`src/hw/rtl/pcbd_pkg.sv`:
```
package pcbd_pkg;

    localparam int SYMBOL_COUNT = 256;
    localparam int MAX_CODE_LEN = 32;

    localparam int SYM_W  = 8;
    localparam int CODE_W = 32;
    localparam int LEN_W  = 6;
    localparam int ADDR_W = (SYMBOL_COUNT > 1) ? $clog2(SYMBOL_COUNT) : 1;
    localparam int ACC_W  = MAX_CODE_LEN;
    localparam int CNT_W  = $clog2(MAX_CODE_LEN + 1);
    localparam int CMP_W  = (MAX_CODE_LEN > CODE_W) ? MAX_CODE_LEN : CODE_W;
    localparam int EQ_W   = (CNT_W > LEN_W) ? CNT_W : LEN_W;
    localparam int ENTRY_W = CODE_W + LEN_W;

    localparam logic OP_LOAD   = 1'b0;
    localparam logic OP_DECODE = 1'b1;

    localparam logic ST_SYMBOL   = 1'b0;
    localparam logic ST_OVERFLOW = 1'b1;

    typedef struct packed {
        logic load;      // write table entry
        logic start;     // shift bit in, arm scan
        logic issue;     // read next entry
        logic res_load;  // write result register, clear accumulator
    } t_cmd;

    typedef struct packed {
        logic hit;         // entry in compare stage matches
        logic scan_end;    // lowest entry is in compare stage
        logic issued_all;  // every entry has been read
        logic at_max;      // accumulator is full
        logic out_free;    // result register can take a beat
    } t_stat;

endpackage

```
`src/hw/rtl/pcbd_ctrl.sv`:
```
module pcbd_ctrl (
    input  logic            i_clk,
    input  logic            i_rst_n,
    input  logic            i_in_valid,
    input  logic            i_op,
    input  pcbd_pkg::t_stat i_stat,
    output logic            o_in_stall,
    output pcbd_pkg::t_cmd  o_cmd
);

    typedef enum logic {
        S_IDLE,
        S_SCAN
    } t_state;

    t_state r_state, n_state;

    always_comb begin
        n_state = r_state;
        o_cmd   = '0;
        unique case (r_state)
            S_IDLE: begin
                if (i_in_valid) begin
                    if (i_op == pcbd_pkg::OP_DECODE) begin
                        o_cmd.start = 1'b1;
                        n_state     = S_SCAN;
                    end else begin
                        o_cmd.load = 1'b1;
                    end
                end
            end
            S_SCAN: begin
                // descending scan: first hit is the highest symbol
                if (i_stat.hit) begin
                    if (i_stat.out_free) begin
                        o_cmd.res_load = 1'b1;
                        n_state        = S_IDLE;
                    end
                end else if (i_stat.scan_end) begin
                    if (!i_stat.at_max) begin
                        n_state = S_IDLE;
                    end else if (i_stat.out_free) begin
                        o_cmd.res_load = 1'b1;
                        n_state        = S_IDLE;
                    end
                end else if (!i_stat.issued_all) begin
                    o_cmd.issue = 1'b1;
                end
            end
            default: n_state = S_IDLE;
        endcase
    end

    always_ff @(posedge i_clk) begin
        if (!i_rst_n) begin
            r_state <= S_IDLE;
        end else begin
            r_state <= n_state;
        end
    end

    assign o_in_stall = (r_state != S_IDLE);

endmodule

```
`config.mk`:
```
export PLATFORM = sky130hd
export DESIGN_NAME = pcbd_ctrl
export DESIGN_NICKNAME = d
export VERILOG_FILES = /design/src/hw/rtl/pcbd_pkg.sv /design/src/hw/rtl/pcbd_ctrl.sv
export SDC_FILE = /design/constraint.sdc
export NUM_CORES = 1
export LEC_CHECK = 0
export ABC_AREA = 0
export BUFFER_PORTS_ARGS = -buffer_cell sky130_fd_sc_hd__buf_4
export CELL_PAD_IN_SITES_DETAIL_PLACEMENT = 2
export CELL_PAD_IN_SITES_GLOBAL_PLACEMENT = 2
export CORE_AREA = 4 4 41 43
export DETAILED_ROUTE_END_ITERATION = 12
export DIE_AREA = 0 0 45 47
export PLACE_DENSITY = 0.48
export SYNTH_ARGS = -nofsm -noshare
export SYNTH_HDL_FRONTEND = slang
export SYNTH_SLANG_ARGS = --single-unit
```
`constraint.sdc`:
```
create_clock -name i_clk -period 1.6 [get_ports i_clk]
set_input_delay 0.32 -clock i_clk [delete_from_list [all_inputs] [get_ports i_clk]]
set_output_delay 0.32 -clock i_clk [all_outputs]
set_load 0.03 [all_outputs]
```
==> summary.md <==
| Metric | Value |
|---|---|
| Outcome | completed |
| Synth area leaders | dfxtp_1 (23%), nor3b_2 (14%), and3b_1 (10%), nand2_1 (8.6%), nor2_1 (8.6%) |
| Leak | 0.0949 nW |
| Detailed Place HPWL | 406 um |
| PostCTS Resize Cnt | 0 |
| Core Util, Final | 0.157 |
| Reg area | 20.0 um^2 |
| Max Cap Viol | 0 |
| Fillers | 166 |
| Fin crit share | 0.796 |
| Setup CP Type | input port to primary output |
| Post-synthesis async set-or-reset flop share | 0 |
| Area Overhead vs Synth | 133% |
| Fin. Hold Viols | 0 |
| Post-Synthesis Cells | 12 |
| Hold Path End | o_in_stall |
| Max FFs per register | 1 |
| First-pass GRT wire length | 655 um |
| Min cycle time layout | 1.27 ns |
| 1st-pass router iterations | 1 |
| Synth Flop Type | dfxtp_1 |
| Flop and latch count out of synthesis | 1 |
| Multi-input combinational cell area | 67.6 um^2 |
| Setup Buffers After CTS | 0 |
| Hold WC Path Type | flop to flop |
| I/O Buffers | 13 |
| Req. time, crit path | 1.28 ns |
| Drt initial violations | 0 |
| Mapped Area | 87.6 um^2 |
| GRT Util Overall | 0.0386 |
| CP endpoint kind | primary output |
| Slew headroom | 0.859 |
| WL per Instance | 10.5 um |
| Leading cell types by count after synthesis | nand2_1 (2), nor2_1 (2) |
| Placer Congestion | 0.690 |
| RSZ-0062 raised after global routing | false |
| Data arrival, critical path | 0.95 ns |
| Core area | 1300 um^2 |
| Share of the synthesized area in the top cell type | 0.229 |
| Vias/cell | 3.50 |
| Reg-to-reg setup timing slack | 0.64 ns |
| Number of global-route vias before repair | 143 |
| Total number of vias | 140 |
| Largest net degree at the start of global routing | 7 |
| Worst r2r dst | o_in_stall |
| Hold path startpoint | o_in_stall |
| Skew final | 0 ns |
| Cell accounting for the most synthesized area | dfxtp_1 |
| Chip height | 47 um |
| Core Rows | 13 |
| Share of layout cells above drive strength 1 | 0.560 |
| Setup TNS | 0 ns |
| Final ANT Viol Nets | 0 |
| EDFF count, synth | 0 |
| CP max FO | 3 |
| Mapped Nets | 21 |
| # DRC | 0 |
| Worst-margin pin slew | 0.211 ns |
| Crit path launch type | input port |
| Average size of a mapped cell | 7.30 um^2 |
| Die area | 2120 um^2 |
| Slew Viols, Final | 0 |
| Peak supply drop | 0.109 mV |
| Fmax | 785 MHz |
| Clock slew at reported path FFs | 0 ns |
| Antenna diode count | 0 |
| Hold Path Depth | 2 |
| Initial core utilization | 0.0673 |
| Total congestion overflow | 0 |
| Power Density | 386 nW/um^2 |
| R2R Path Start | o_in_stall |
| Routed Wire Length | 419 um |
| Skew-Pair Late Insertion Delay | 0 ns |
| Antenna violations before repair | 0 |
| Cts hold-fix bufs | 0 |
| Synth cell types | 10 |
| Die width | 45 um |
| Setup-failing EPs final | 0 |
| Seq/Total Area, Yosys | 0.229 |
| Synthesis Warnings | 0 |
| Nets | 36 |
| # IOs | 14 |
| Worst Reg-to-Reg Cells | 3 |
critical path, cell delays in order:
cell and delay (ns):
buf_4 0.12, nor3b_2 0.19, nor2b_1 0.16, buf_4 0.17
cell families after synthesis:
family,after synthesis,synth area share
and+or+nand+nor,8,0.572
AOI/OAI and AO/OA,3,0.200
DFF,1,0.229
stage by stage:
stage / total power [mW] / worst slack, ns / area [um^2] / cells / hold slack, ns
final: 0.0788 / 0.326 / 204 / 40 / 0.524
after global routing: 0.0835 / 0.256 / 204 / 40 / 0.543
after CTS: 0.0802 / 0.306 / 204 / 40 / 0.534
after detailed placement: 0.0800 / 0.305 / 204 / 40 / 0.531
after global placement: 0.0794 / 0.320 / 204 / 40 / 0.536
after floorplan: 0.0500 / 0.0199 / 87.6 / 12 / 0.421
cell type report:
cell class / instances / area share
multi-input combinational: 11 / 0.331
sequential: 1 / 0.0982
tap: 15 / 0.0920
timing repair buffer: 13 / 0.479
worst max path at each step:
stage	start	to	slack, ns	cells past startpoint
final	i_stat[4]	o_cmd[1]	0.33	4
after global routing	i_stat[4]	o_cmd[1]	0.26	4
after CTS	i_stat[4]	o_cmd[1]	0.31	4
after detailed placement	i_stat[4]	o_cmd[1]	0.31	4
after global placement	i_stat[4]	o_cmd[1]	0.32	4
after floorplan	o_in_stall	o_cmd[1]	0.02	2
cells in the final DEF (no fill, tap or decap):
| master | instances |
|---|---|
| nor3b_2 | 1 |
| buf_4 | 13 |
| nand2_1 | 2 |
| o31ai_1 | 1 |
| dfxtp_1 | 1 |
| and3b_1 | 1 |
| nor2_1 | 2 |
| a21oi_1 | 1 |
| nor3b_1 | 1 |
| o21ai_1 | 1 |
| nor2b_1 | 1 |
report_power, final:
part / total, mW / switching (mW) / internal (mW)
Clock: 0 / 0 / 0
Combinational: 0.0492 / 0.0241 / 0.0250
Sequential: 0.0296 / 0.00238 / 0.0273
Total: 0.0788 / 0.0265 / 0.0523
routing by layer:
layer	share of wire	vias to the layer above	GRT usage	wire length, um
met4	0	0	0	0
met2	0.32	13	0.0480	132
li1	-	69	-	-
met5	0	-	0	0
met1	0.51	58	0.0608	214
met3	0.17	0	0.0192	71
Note: power is estimated with default switching activity, not from simulation.
